==> config.mk <==
export PLATFORM = sky130hd
export DESIGN_NAME = mgp_face_proj
export DESIGN_NICKNAME = d
export VERILOG_FILES = /design/src/mgp_pkg.sv /design/src/mgp_face_proj.sv
export SDC_FILE = /design/constraint.sdc
export NUM_CORES = 2
export LEC_CHECK = 0
export ABC_AREA = 1
export CORE_MARGIN = 2
export CORE_UTILIZATION = 60
export DETAILED_ROUTE_END_ITERATION = 8
export DONT_BUFFER_PORTS = 1
export GPL_TIMING_DRIVEN = 0
export MAX_ROUTING_LAYER = met4
export PLACE_DENSITY = 0.77
export SYNTH_ARGS = -nofsm -noshare
export SYNTH_HDL_FRONTEND = slang
export SYNTH_SLANG_ARGS = --single-unit
==> constraint.sdc <==
create_clock -name vclk -period 45.3
set_input_delay 13.59 -clock vclk [all_inputs]
set_output_delay 13.59 -clock vclk [all_outputs]
set_load 0.05 [all_outputs]
==> src/mgp_pkg.sv <==
// ============================================================================
// mgp_pkg
// shared types, register codes and defaults for the pressure projection block
// ============================================================================
`default_nettype none

package mgp_pkg;

    localparam int DEF_MAX_GRID_X = 64;
    localparam int DEF_MAX_GRID_Y = 64;
    localparam int DEF_MAX_GRID_Z = 64;

    localparam int GRID_W  = 7;
    localparam int DATA_W  = 32;
    localparam int CFG_IDX_W = 3;

    localparam logic [CFG_IDX_W-1:0] CFG_GRID_X = 3'd0;
    localparam logic [CFG_IDX_W-1:0] CFG_GRID_Y = 3'd1;
    localparam logic [CFG_IDX_W-1:0] CFG_GRID_Z = 3'd2;
    localparam logic [CFG_IDX_W-1:0] CFG_SCALE  = 3'd3;

    localparam logic [GRID_W-1:0] RST_GRID  = 7'd64;
    localparam logic [DATA_W-1:0] RST_SCALE = 32'h0100_0000;

    localparam logic [1:0] CELL_AIR   = 2'd0;
    localparam logic [1:0] CELL_SOLID = 2'd2;

    typedef struct packed {
        logic               solid;
        logic [DATA_W-1:0]  pressure;
    } ring_entry_t;

    typedef struct packed {
        logic x_nz;
        logic y_nz;
        logic z_nz;
        logic last;
    } pos_flags_t;

endpackage

`default_nettype wire

==> src/mgp_face_proj.sv <==
// ============================================================================
// mgp_face_proj
// one face: velocity minus rounded scaled pressure difference, saturated
// ============================================================================
`default_nettype none

module mgp_face_proj (
    input  wire logic                              keep,
    input  wire logic signed [mgp_pkg::DATA_W-1:0] vel,
    input  wire logic signed [mgp_pkg::DATA_W-1:0] p_cell,
    input  wire logic signed [mgp_pkg::DATA_W-1:0] p_neigh,
    input  wire logic        [mgp_pkg::DATA_W-1:0] scale,
    output logic signed      [mgp_pkg::DATA_W-1:0] vel_out
);

    localparam int DW = mgp_pkg::DATA_W;
    localparam int PW = 2 * DW + 1;
    localparam int QW = PW - 24;
    localparam int RW = QW + 2;

    logic signed [DW:0]   diff;
    logic        [DW:0]   mag;
    logic        [PW-1:0] prod;
    logic        [PW-1:0] rnd;
    logic        [QW-1:0] q;
    logic signed [RW-1:0] term;
    logic signed [RW-1:0] res;
    logic                 fits;

    always_comb
    begin
        diff = {p_cell[DW-1], p_cell} - {p_neigh[DW-1], p_neigh};
        mag  = diff[DW] ? (~diff + (DW+1)'(1)) : diff;
        prod = PW'(mag) * PW'(scale);
        // round to nearest, ties away from zero on the magnitude
        rnd  = prod + (PW'(1) << 23);
        q    = rnd[PW-1:24];
        term = diff[DW] ? -$signed({2'b00, q}) : $signed({2'b00, q});
        res  = RW'(vel) - term;
        fits = (res[RW-1:DW-1] == '0) || (res[RW-1:DW-1] == '1);
        priority if (!keep)
            vel_out = '0;
        else if (fits)
            vel_out = res[DW-1:0];
        else if (res[RW-1])
            vel_out = {1'b1, {(DW-1){1'b0}}};
        else
            vel_out = {1'b0, {(DW-1){1'b1}}};
    end

endmodule

`default_nettype wire

==> flow_summary.yaml <==
setup_path:
  cp_data_required_time_ns: 31.71
  crit_fanout: 10
  crit_path_start: "p_cell[0]"
  critPathLaunchType: "input port"
  arrival_ns: 30.57
  critPathKind: "input port to output pin"
  end_kind: "output pin"
  cpMostUsedCell: "nand2_1"
  cpPeakStageDelay_ns: 0.87
  slowest_stage: "clkbuf_1"
sta:
  finalSetupTns_ns: 0
  maxSlewViolCount: 0
  relSlewSlack_pct: 11.2
  fmax_mhz: 22.6
  fin_crit_ns: 44.16
  worst_pin_slew_ns: 1.32
  setup_viol: 0
  hold_viol: 0
  period_share_pct: 97.5
  rsz0062_at_grt: "false"
drt:
  avgViaCountPerCell: 5.77
  drtAntennaViolNets: 0
  wl_per_cell_um: 23.6
  routed_wl_mm: 154
  drt_iter0_markers: 3346
  drc: 0
  dr.pass1.iters: 7
  vias: 37600
placement:
  dp.cells: 6519
  port_buffers: 0
  gp_congestion: 1.06
  dp.final_hpwl_mm: 137
yosys:
  synthCells: 5588
  syn_avg_cell_area_um2: 7.51
  netlist_area_um2: 42000
  yosys_warnings: 0
  ys_types: 66
  synth.yosys.seq_area_share_pct: 0
  syn-num-nets: 7008
die:
  design.portCount: 161
  fp-row-count: 96
  fp.dieH_um: 268
  initial_core_util_pct: 60.9
  die_w_um: 268
  die_area_um2: 72100
  core_um2: 68900
cts:
  cts_hold_buf: 0
  postCtsSetupBuffers: 0
  cts_resized: 0
finish:
  seq_cells: 0
  drive_above_1_share_pct: 3.29
  instances_no_fill: 6523
  final_nets: 7010
  n_clock_buffer: 0
  regArea_um2: 0
  fillers: 6371
  syn_to_final_growth_pct: 2.80
  layout_common_cells: "inv_1, nand2_1, fa_1"
  final_common_cell: "inv_1"
global_routing:
  antenna_found_initial: 2
  grt_pass1_wl_mm: 231
  track_usage_pct: 45.0
  grt_overflow: 0
  grt_pass1_vias: 38800
  grt_max_degree: 13
worst_hold_path:
  holdPathStages: 2
  worstHoldStart: "keep"
  min_path_type: "input port to output pin"
job:
  drv_cap: 0
outcome:
  run_status: "finished clean"
[kinds of logic after synthesis]
group | count (synthesis) | share of synthesized area, %
simple gates | 2094 | 21.1
compound gates | 453 | 6.19
xor+xnor | 124 | 2.70
buf+inv | 1626 | 14.9
fa+ha+maj | 1291 | 55.1
[worst paths after layout]
| kind | endpoint |
|---|---|
| worst max-delay path | vel_out[29] |
| worst min-delay path | vel_out[31] |
[metal layers]
layer / track usage, % / up-vias / wire length [um]
li1: - / 16500 / -
met1: 52.7 / 18500 / 55800
met2: 69.9 / 2106 / 69100
met3: 13.6 / 501 / 18200
met4: 24.3 / 0 / 10900
met5: - / - / 0
[final cells by class]
| cell class | count | area, um^2 | area share, % |
|---|---|---|---|
| Buffer | 204 | 897 | 2.08 |
| Antenna cell | 4 | 10.0 | 0.0232 |
| Inverter | 1422 | 5340 | 12.4 |
| Multi-Input combinational cell | 3962 | 35700 | 82.8 |
| Tap cell | 931 | 1160 | 2.70 |
[Yosys cell counts (4+ instances only)]
cell type | n | area share, %
a21oi_1 | 225 | 2.7
a21oi_2 | 11 | 0.23
nand3b_1 | 12 | 0.21
buf_6 | 5 | 0.13
buf_2 | 13 | 0.16
nand2_1 | 993 | 8.9
nand2_4 | 4 | 0.11
nor2_4 | 5 | 0.13
inv_2 | 16 | 0.14
o21ai_0 | 117 | 1.4
buf_4 | 12 | 0.21
a211oi_1 | 4 | 0.072
nand3_1 | 170 | 2.0
xnor2_1 | 45 | 0.94
a21o_1 | 10 | 0.18
nand2_2 | 35 | 0.52
nand3_2 | 28 | 0.67
nor3_2 | 5 | 0.12
nor2_2 | 14 | 0.21
or2_2 | 6 | 0.089
o21bai_1 | 5 | 0.089
o21a_1 | 19 | 0.34
clkbuf_1 | 169 | 1.5
clkinv_1 | 14 | 0.13
nor4_1 | 21 | 0.31
a31oi_1 | 26 | 0.39
o31ai_1 | 5 | 0.089
and2_1 | 4 | 0.060
nor3_1 | 31 | 0.37
nand4_1 | 35 | 0.52
xor2_1 | 73 | 1.5
ha_1 | 362 | 11
nor2_1 | 716 | 6.4
o211ai_1 | 4 | 0.072
inv_1 | 1391 | 12
xnor2_2 | 5 | 0.19
nand3_4 | 4 | 0.17
fa_1 | 929 | 44
[stage by stage]
stage | setup WS (ns) | hold WS [ns] | utilization (%) | area, um^2
2_1_floorplan | 5.33 | 27.40 | - | 42000
3_3_place_gp | 1.53 | 27.40 | 62.5 | 43100
3_5_place_dp | 1.51 | 27.40 | 62.5 | 43100
4_1_cts | 1.48 | 27.40 | 62.5 | 43100
5_1_grt | 0.413 | 27.40 | 62.6 | 43100
6_report | 1.14 | 27.40 | 62.6 | 43100
[worst max-delay path: cells and delay by family]
kind                     cells  cell delay (ns)
AND/OR/NAND/NOR             33             4.31
buffers and inverters       12             3.26
XOR/XNOR                     3             1.09
AO/OA/AOI/OAI                7             2.35
adder cells (fa/ha/maj)     13             5.91
