[config.mk]
export PLATFORM = sky130hd
export DESIGN_NAME = mgp_position
export DESIGN_NICKNAME = d
export VERILOG_FILES = /design/src/mgp_pkg.sv /design/src/mgp_position.sv
export SDC_FILE = /design/constraint.sdc
export NUM_CORES = 1
export LEC_CHECK = 0
export BUFFER_PORTS_ARGS = -buffer_cell sky130_fd_sc_hd__buf_2
export CORE_MARGIN = 3
export CORE_UTILIZATION = 54
export CTS_BUF_LIST = sky130_fd_sc_hd__clkbuf_8
export DETAILED_ROUTE_END_ITERATION = 6
export PLACE_DENSITY = 0.83
export SLEW_MARGIN = 5
export SYNTH_ARGS = -nofsm -noshare
export SYNTH_HDL_FRONTEND = slang
export SYNTH_SLANG_ARGS = --single-unit
[constraint.sdc]
create_clock -name clk -period 3.29 [get_ports clk]
set_input_delay 0.8225 -clock clk [delete_from_list [all_inputs] [get_ports clk]]
set_output_delay 0.8225 -clock clk [all_outputs]
set_load 0.02 [all_outputs]
[src/mgp_pkg.sv]
// ============================================================================
// mgp_pkg
// shared types, register codes and defaults for the pressure projection block
// ============================================================================
`default_nettype none

package mgp_pkg;

    localparam int DEF_MAX_GRID_X = 64;
    localparam int DEF_MAX_GRID_Y = 64;
    localparam int DEF_MAX_GRID_Z = 64;

    localparam int GRID_W  = 7;
    localparam int DATA_W  = 32;
    localparam int CFG_IDX_W = 3;

    localparam logic [CFG_IDX_W-1:0] CFG_GRID_X = 3'd0;
    localparam logic [CFG_IDX_W-1:0] CFG_GRID_Y = 3'd1;
    localparam logic [CFG_IDX_W-1:0] CFG_GRID_Z = 3'd2;
    localparam logic [CFG_IDX_W-1:0] CFG_SCALE  = 3'd3;

    localparam logic [GRID_W-1:0] RST_GRID  = 7'd64;
    localparam logic [DATA_W-1:0] RST_SCALE = 32'h0100_0000;

    localparam logic [1:0] CELL_AIR   = 2'd0;
    localparam logic [1:0] CELL_SOLID = 2'd2;

    typedef struct packed {
        logic               solid;
        logic [DATA_W-1:0]  pressure;
    } ring_entry_t;

    typedef struct packed {
        logic x_nz;
        logic y_nz;
        logic z_nz;
        logic last;
    } pos_flags_t;

endpackage

`default_nettype wire

[src/mgp_position.sv]
// ============================================================================
// mgp_position
// raster position counters, edge flags and ring addresses
// ============================================================================
`default_nettype none

module mgp_position #(
    parameter int MAX_GRID_X = mgp_pkg::DEF_MAX_GRID_X,
    parameter int MAX_GRID_Y = mgp_pkg::DEF_MAX_GRID_Y,
    parameter int MAX_GRID_Z = mgp_pkg::DEF_MAX_GRID_Z,
    parameter int AW         = $clog2(MAX_GRID_Y * MAX_GRID_Z)
) (
    input  wire logic                        clk,
    input  wire logic                        rst_n,
    input  wire logic                        advance,
    input  wire logic [mgp_pkg::GRID_W-1:0]  grid_x,
    input  wire logic [mgp_pkg::GRID_W-1:0]  grid_y,
    input  wire logic [mgp_pkg::GRID_W-1:0]  grid_z,
    output mgp_pkg::pos_flags_t              flags,
    output logic [AW-1:0]                    here_addr,
    output logic [AW-1:0]                    up_y_addr
);

    localparam int XW = $clog2(MAX_GRID_X);
    localparam int YW = $clog2(MAX_GRID_Y);
    localparam int ZW = $clog2(MAX_GRID_Z);
    localparam int SXW = ($clog2(MAX_GRID_X + 1) > mgp_pkg::GRID_W) ?
                         $clog2(MAX_GRID_X + 1) : mgp_pkg::GRID_W;
    localparam int SYW = ($clog2(MAX_GRID_Y + 1) > mgp_pkg::GRID_W) ?
                         $clog2(MAX_GRID_Y + 1) : mgp_pkg::GRID_W;
    localparam int SZW = ($clog2(MAX_GRID_Z + 1) > mgp_pkg::GRID_W) ?
                         $clog2(MAX_GRID_Z + 1) : mgp_pkg::GRID_W;

    logic [XW-1:0] pos_x_reg, pos_x_next;
    logic [YW-1:0] pos_y_reg, pos_y_next;
    logic [ZW-1:0] pos_z_reg, pos_z_next;

    logic [SXW-1:0] size_x, gx_ext, x_inc;
    logic [SYW-1:0] size_y, gy_ext, y_inc;
    logic [SZW-1:0] size_z, gz_ext, z_inc;

    // sizes clamped to one up to the maximum
    always_comb
    begin
        gx_ext = SXW'(grid_x);
        gy_ext = SYW'(grid_y);
        gz_ext = SZW'(grid_z);
        priority if (gx_ext == '0)                   size_x = SXW'(1);
        else if (gx_ext > SXW'(MAX_GRID_X))          size_x = SXW'(MAX_GRID_X);
        else                                         size_x = gx_ext;
        priority if (gy_ext == '0)                   size_y = SYW'(1);
        else if (gy_ext > SYW'(MAX_GRID_Y))          size_y = SYW'(MAX_GRID_Y);
        else                                         size_y = gy_ext;
        priority if (gz_ext == '0)                   size_z = SZW'(1);
        else if (gz_ext > SZW'(MAX_GRID_Z))          size_z = SZW'(MAX_GRID_Z);
        else                                         size_z = gz_ext;
    end

    always_comb
    begin
        x_inc = SXW'(pos_x_reg) + SXW'(1);
        y_inc = SYW'(pos_y_reg) + SYW'(1);
        z_inc = SZW'(pos_z_reg) + SZW'(1);

        flags.x_nz = (pos_x_reg != '0);
        flags.y_nz = (pos_y_reg != '0);
        flags.z_nz = (pos_z_reg != '0);
        flags.last = (x_inc == size_x) && (y_inc == size_y) && (z_inc == size_z);

        here_addr = AW'(pos_y_reg) * AW'(MAX_GRID_Z) + AW'(pos_z_reg);
        up_y_addr = here_addr - AW'(MAX_GRID_Z);

        pos_x_next = pos_x_reg;
        pos_y_next = pos_y_reg;
        pos_z_next = pos_z_reg;
        if (advance)
        begin
            priority if (z_inc < size_z)
            begin
                pos_z_next = ZW'(z_inc);
            end
            else if (y_inc < size_y)
            begin
                pos_z_next = '0;
                pos_y_next = YW'(y_inc);
            end
            else
            begin
                pos_z_next = '0;
                pos_y_next = '0;
                pos_x_next = (x_inc < size_x) ? XW'(x_inc) : '0;
            end
        end
    end

    always_ff @(posedge clk or negedge rst_n)
    begin
        if (!rst_n)
        begin
            pos_x_reg <= '0;
            pos_y_reg <= '0;
            pos_z_reg <= '0;
        end
        else
        begin
            pos_x_reg <= pos_x_next;
            pos_y_reg <= pos_y_next;
            pos_z_reg <= pos_z_next;
        end
    end

endmodule

`default_nettype wire

==> results of run 1 <==
-- path summary, 6_finish.rpt --
kind / slack (ns) / depth (start not counted) / start / endpoint
setup / recovery: 0.03 / 9 / pos_y_reg[1]$_DFFE_PN0P_ / flags[0]
setup reg to reg: 0.72 / 9 / pos_z_reg[0]$_DFFE_PN0P_ / pos_y_reg[2]$_DFFE_PN0P_
min in group clk: 0.58 / 2 / pos_y_reg[1]$_DFFE_PN0P_ / pos_y_reg[1]$_DFFE_PN0P_
hold / removal: 0.48 / 1 / rst_n / pos_y_reg[0]$_DFFE_PN0P_
hold reg to reg: 0.58 / 2 / pos_y_reg[1]$_DFFE_PN0P_ / pos_y_reg[1]$_DFFE_PN0P_
max in group asynchronous: 2.49 / 1 / rst_n / pos_y_reg[1]$_DFFE_PN0P_
-- per-stage QoR --
step	hold slack, ns	area, sq um	setup slack, ns	setup TNS, ns
2_1_floorplan	0.5240	1814	0.1281	0
3_3_place_gp	0.5517	2102	0.01279	0
3_5_place_dp	0.5769	2102	-0.02404	-0.02404
4_1_cts	0.4930	2170	0.02752	0
5_1_grt	0.5167	2206	-0.05461	-0.05461
6_report	0.4810	2206	0.02668	0
-- layer usage --
| layer | vias to the layer above | routed length, microns |
|---|---|---|
| li1 | 888 | - |
| met1 | 778 | 1947 |
| met2 | 54 | 2058 |
| met3 | 4 | 188 |
| met4 | 0 | 55 |
| met5 | - | 0 |
-- power groups by stage --
stage	Clock (mW)	Sequential (mW)	Combinational, mW
floorplan	0	0.399	0.701
global route	0.193	0.383	1.15
finish	0.185	0.375	1.03
global placement	0	0.367	0.988
CTS	0.185	0.369	1.02
detailed placement	0	0.370	1.01
-- cells in the final DEF (no fill, tap or decap), types with 2 or more instances in the layout --
| cell | n |
|---|---|
| nor3_1 | 6 |
| dfrtp_1 | 15 |
| a32o_1 | 2 |
| a21o_1 | 3 |
| nor4_1 | 2 |
| buf_4 | 8 |
| inv_1 | 15 |
| nand3_1 | 14 |
| nor2_1 | 13 |
| o21ai_0 | 15 |
| a21oi_1 | 13 |
| nand4_1 | 6 |
| nand2b_1 | 3 |
| nand3b_1 | 4 |
| xnor2_1 | 8 |
| buf_6 | 2 |
| clkbuf_8 | 4 |
| a22o_1 | 3 |
| nor3_2 | 2 |
| xor2_1 | 8 |
| dfrtp_2 | 3 |
| nand2_1 | 31 |
| ha_2 | 2 |
| buf_2 | 49 |
| ha_1 | 26 |
-- worst max-delay path, delay by kind of cell, from the launching register on --
kind                       cells  cell delay, ns
adders and majority gates      2            0.52
DFF                            1            0.45
and+or+nand+nor                5            0.93
buffers and inverters          2            0.28
-- cell type report --
type / count / area (sq um) / area share, %
well taps: 44 / 55.05 / 2.496
multi-input cells: 178 / 1257 / 57.01
repair buffers: 59 / 327.8 / 14.86
clock buffers: 4 / 55.05 / 2.496
flip-flops and latches: 18 / 454.2 / 20.59
inverters: 15 / 56.30 / 2.552
-- timing repair --
action,CTS,global route
hold endpoints to repair,0,0
gates resized for setup,5,7
setup buffers,0,1
pin swaps,1,5
setup endpoints to repair,1,1
-- cell families (layout without fill, tap and decap cells) --
group	count (synthesis)	in the layout
buffers and inverters	26	78
xor gates and xnor gates	16	16
DFF	18	18
AOI/OAI and AO/OA	42	42
and+or+nand+nor	92	92
adders and majority gates	28	28
==> results.json, run 1 <==
{
  "yosys-top-cells-count": "nand2_1 (31), ha_1 (28), dfrtp_1 (18)",
  "avgViaCountPerCell": 5.421,
  "synth_xor_area_share_pct": 7.746,
  "post-place-cells": 313,
  "worstSetupStartpointType": "flop",
  "setup_viol": 0,
  "synth_edf_count": 0,
  "wl_per_cell_microns": 13.36,
  "ys_seq_area_share_pct": 24.90,
  "grt_use_met2_pct": 34.97,
  "max-cap-violations": 0,
  "finalHoldViolations": 0,
  "port_buffers": 51,
  "drc": 0,
  "met3_usage_pct": 1.757,
  "die_y_microns": 63.88,
  "antenna_found_initial": 0,
  "numClockSinks": 18,
  "crit_fanout": 6,
  "final_util_pct": 70.52,
  "drtIter0Drc": 84,
  "power_frac_seq_pct": 23.5,
  "slowest_stage": "or4_4",
  "synth_top_family_by_area": "simple AND/OR/NAND/NOR gates",
  "ir_drop_mv": 0.5281,
  "wl_mm": 4.250,
  "cts_tree": "yes",
  "drive_above_1_share_pct": 28.47,
  "stdcell_count": 318,
  "fin_nets": 327,
  "yosysTopAreaCell": "dfrtp_1",
  "start_util_pct": 57.84,
  "synth_simple_gate_area_share_pct": 25.93,
  "end_kind": "output port",
  "pwr-share-comb_pct": 64.9,
  "fp.dieW_microns": 63.88,
  "use_met1_pct": 27.93,
  "period_needed_ns": 3.263,
  "io_pins": 52,
  "worst_pin_slew_ns": 0.4040,
  "timing.critical_path.cells": "ha_2 -> buf_4 -> nand2_1 -> nor2_1 -> ha_1 -> nand3_1 -> or4_4 -> nor3_4 -> buf_6",
  "grtUsageTotal_pct": 20.85,
  "report.final.slew_viol_count": 0,
  "hpwl_mm": 3.311,
  "cts_buffers": 3,
  "post_synth_num_cell_types": 38,
  "finalCritPeriodShare_pct": 99.19,
  "yosysWarningCount": 0,
  "fillers": 245,
  "hold_buffers": 0,
  "slew_headroom_pct": 73.07,
  "syn-num-nets": 274,
  "clk_pin_slew_ns": 0.07,
  "cts_buffer_depth": 2,
  "clkLatencyLatePin_ns": 0.26,
  "drtPass1Iterations": 4,
  "n_antenna_cell": 0,
  "leakage_nw": 1.148,
  "syn-cell-area_sq_um": 1809,
  "top_usage_layer": "met2",
  "synth_area_per_cell_sq_um": 8.150,
  "min_path_type": "in -> async",
  "vias": 1724,
  "synthToLayoutAreaGrowth_pct": 21.92,
  "critPathKind": "reg -> out",
  "coreArea_sq_um": 3128,
  "grt_max_degree": 19,
  "arrival_ns": 2.44,
  "synth-async-reset-ratio_pct": 100.0,
  "total_power_mw": 1.593,
  "clock_skew_ns": 0.007916,
  "synth.mux.area_fraction_pct": 0,
  "synthFlopType": "dfrtp_1",
  "status": "finished, final reports clean",
  "p_per_area_nw_per_um2": 722.4,
  "cts_max_level": 1,
  "fmax_mhz": 306.4,
  "rsz0062_at_grt": "yes",
  "intPower_mw": 0.7921,
  "grt_pass1_vias": 1549,
  "synth_most_common_cell": "nand2_1",
  "grt-ovfl-total": 0,
  "clockPowerShare_pct": 11.6,
  "critical_path_required_ns": 2.47,
  "p_sw_mw": 0.8014,
  "netSwitchingFraction_pct": 50.29,
  "grt_pass1_wl_mm": 6.893,
  "die-area_sq_um": 4081,
  "synth.area.top_cells": "dfrtp_1 (25%), ha_1 (19%), nand2_1 (6.4%)",
  "syn_inst": 222,
  "cts-root-buf": "clkbuf_8",
  "synth_top_area_share_pct": 24.90,
  "row_count": 20,
  "slowest_delay_ns": 0.51,
  "ys_ff_latch": 18,
  "place.gp.congestion": 0.8265,
  "antenna_left": 0,
  "synth_fa_ha_area_share_pct": 19.36,
  "synth_compound_area_share_pct": 14.80
}
Power figures use the tool's default switching activity.
==> inputs of run 2 (changes only) <==
--- a/config.mk
+++ b/config.mk
@@ -5,7 +5,8 @@
 export SDC_FILE = /design/constraint.sdc
 export NUM_CORES = 1
 export LEC_CHECK = 0
-export BUFFER_PORTS_ARGS = -buffer_cell sky130_fd_sc_hd__buf_2
+export BUFFER_PORTS_ARGS = -buffer_cell sky130_fd_sc_hd__buf_4
+export CAP_MARGIN = 20
 export CORE_MARGIN = 3
 export CORE_UTILIZATION = 54
 export CTS_BUF_LIST = sky130_fd_sc_hd__clkbuf_8
==> run 2 against run 1 <==
Effect of this change:
- final cell count unchanged
- worst setup slack gained 0.034 ns
- power increased by 4.0%
- final area is 5.5% higher
- combinational power rose by 9.7%
- fmax grew 1.1%
==> results.json, run 2 (synthesis gave the netlist of run 1 again) <==
{
  "hold_ws_ns": 0.4250,
  "fmax_mhz": 309.7,
  "p_sw_mw": 0.8022,
  "worstSetupStartpointType": "input port",
  "power_frac_seq_pct": 22.5,
  "p_per_area_nw_per_um2": 712.1,
  "die-area_sq_um": 4081,
  "n_antenna_cell": 0,
  "cts_tree": "yes",
  "place.gp.congestion": 0.8350,
  "grt_pass1_wl_mm": 7.279,
  "cts_max_level": 1,
  "drtPass1Iterations": 4,
  "rsz0062_at_grt": "yes",
  "status": "finished, final reports clean",
  "numClockSinks": 18,
  "final_area_sq_um": 2327,
  "port_buffers": 51,
  "drtIter0Drc": 122,
  "min_path_type": "in -> async",
  "slew_headroom_pct": 72.73,
  "fp.dieW_microns": 63.88,
  "start_util_pct": 57.84,
  "grt_max_degree": 19,
  "max-cap-violations": 0,
  "final_common_cell": "buf_4",
  "period_needed_ns": 3.229,
  "end_kind": "output port",
  "worst_pin_slew_ns": 0.4075,
  "finalCritPeriodShare_pct": 98.15,
  "drc": 0,
  "tns_ns": 0,
  "setup_viol": 0,
  "cts_buffers": 3,
  "critPathKind": "in -> out",
  "critical_path_required_ns": 2.47,
  "netSwitchingFraction_pct": 48.41,
  "ir_drop_mv": 0.6078,
  "row_count": 20,
  "grtUsageTotal_pct": 22.07,
  "clockPowerShare_pct": 9.1,
  "vias": 1739,
  "die_y_microns": 63.88,
  "avgViaCountPerCell": 5.469,
  "finalHoldViolations": 0,
  "intPower_mw": 0.8550,
  "clkLatencyLatePin_ns": 0.26,
  "place_area_sq_um": 2237,
  "antenna_left": 0,
  "clock_skew_ns": 0.006769,
  "layout_common_cells": "buf_4 (59), nand2_1 (31), ha_1 (26), dfrtp_1 (16)",
  "synthToLayoutAreaGrowth_pct": 28.63,
  "grt_pass1_vias": 1659,
  "antenna_found_initial": 0,
  "grt-ovfl-total": 0,
  "crit_fanout": 2,
  "report.final.slew_viol_count": 0,
  "arrival_ns": 2.41,
  "coreArea_sq_um": 3128,
  "pwr-share-comb_pct": 68.5,
  "cts-root-buf": "clkbuf_8",
  "io_pins": 52,
  "leakage_nw": 1.181,
  "clk_pin_slew_ns": 0.07,
  "cts_buffer_depth": 2,
  "fin_nets": 328,
  "hpwl_mm": 3.563,
  "wl_per_cell_microns": 13.77,
  "wl_mm": 4.378,
  "drive_above_1_share_pct": 28.83
}
-- run 2: cell types whose count changed in the layout (fill, tap and decap cells not counted), sizes merged --
cell	delta
clkbuf	-1
buf	+1
-- run 2: power by group through the flow --
stage	combinational, mW	sequential (mW)	clock [mW]
floorplan	0.701	0.399	0
global placement	1.09	0.369	0
detailed placement	1.12	0.371	0
CTS	1.13	0.370	0.156
global route	1.25	0.384	0.164
finish	1.13	0.372	0.151
-- run 2: area by class of cell --
| cell class | instances | area (sq um) |
|---|---|---|
| flip-flops and latches | 18 | 452.9 |
| repair buffers | 60 | 454.2 |
| fillers | 231 | 800.8 |
| multi-input cells | 178 | 1267 |
| inverters | 15 | 56.30 |
| clock buffers | 3 | 41.29 |
| well taps | 44 | 55.05 |
-- run 2: what timing repair did --
action | in CTS | in global routing
hold buffers | 0 | 0
buffers inserted | 0 | 1
pin swaps | 1 | 2
gates resized for setup | 3 | 8
endpoints found under the setup margin | 1 | 1
-- run 2: per-stage QoR --
stage	power, mW	instances	utilization, %	setup slack (ns)
floorplan	1.100	222	-	0.1281
global placement	1.458	314	71.52	0.04281
detailed placement	1.488	314	71.52	-0.02647
CTS	1.652	317	73.00	0.03092
global route	1.803	318	74.40	-0.01399
finish	1.657	318	74.40	0.06102
-- run 2: layer usage --
layer  wire length, microns  part of all wire, %  track usage, %  vias to the layer above
met4                     63                  1.4           8.356                        0
li1                       -                    -               -                      884
met1                   2044                   47           28.99                      807
met5                      0                    0               0                        -
met2                   2110                   48           37.29                       43
met3                    159                  3.6           1.933                        5
-- run 2: final timing paths --
| kind | startpoint | to | slack, ns | depth (start not counted) |
|---|---|---|---|---|
| hold / removal | rst_n | pos_y_reg[0]$_DFFE_PN0P_ | 0.42 | 1 |
| hold reg to reg | pos_x_reg[0]$_DFFE_PN0P_ | pos_x_reg[0]$_DFFE_PN0P_ | 0.58 | 1 |
| setup / recovery | grid_x[1] | flags[0] | 0.06 | 9 |
| min in group clk | pos_x_reg[0]$_DFFE_PN0P_ | pos_x_reg[0]$_DFFE_PN0P_ | 0.58 | 1 |
| setup reg to reg | pos_z_reg[1]$_DFFE_PN0P_ | pos_x_reg[2]$_DFFE_PN0P_ | 0.68 | 9 |
| max in group asynchronous | rst_n | pos_z_reg[0]$_DFFE_PN0P_ | 2.66 | 1 |
-- run 2: worst max-delay path, stage by stage --
cell and delay [ns]:
buf_4 0.12, nor3_2 0.17, a21oi_1 0.08, nor2_1 0.13, ha_1 0.15, nand4_1 0.11, or4_4 0.54, nor3_4 0.15
buf_6 0.14
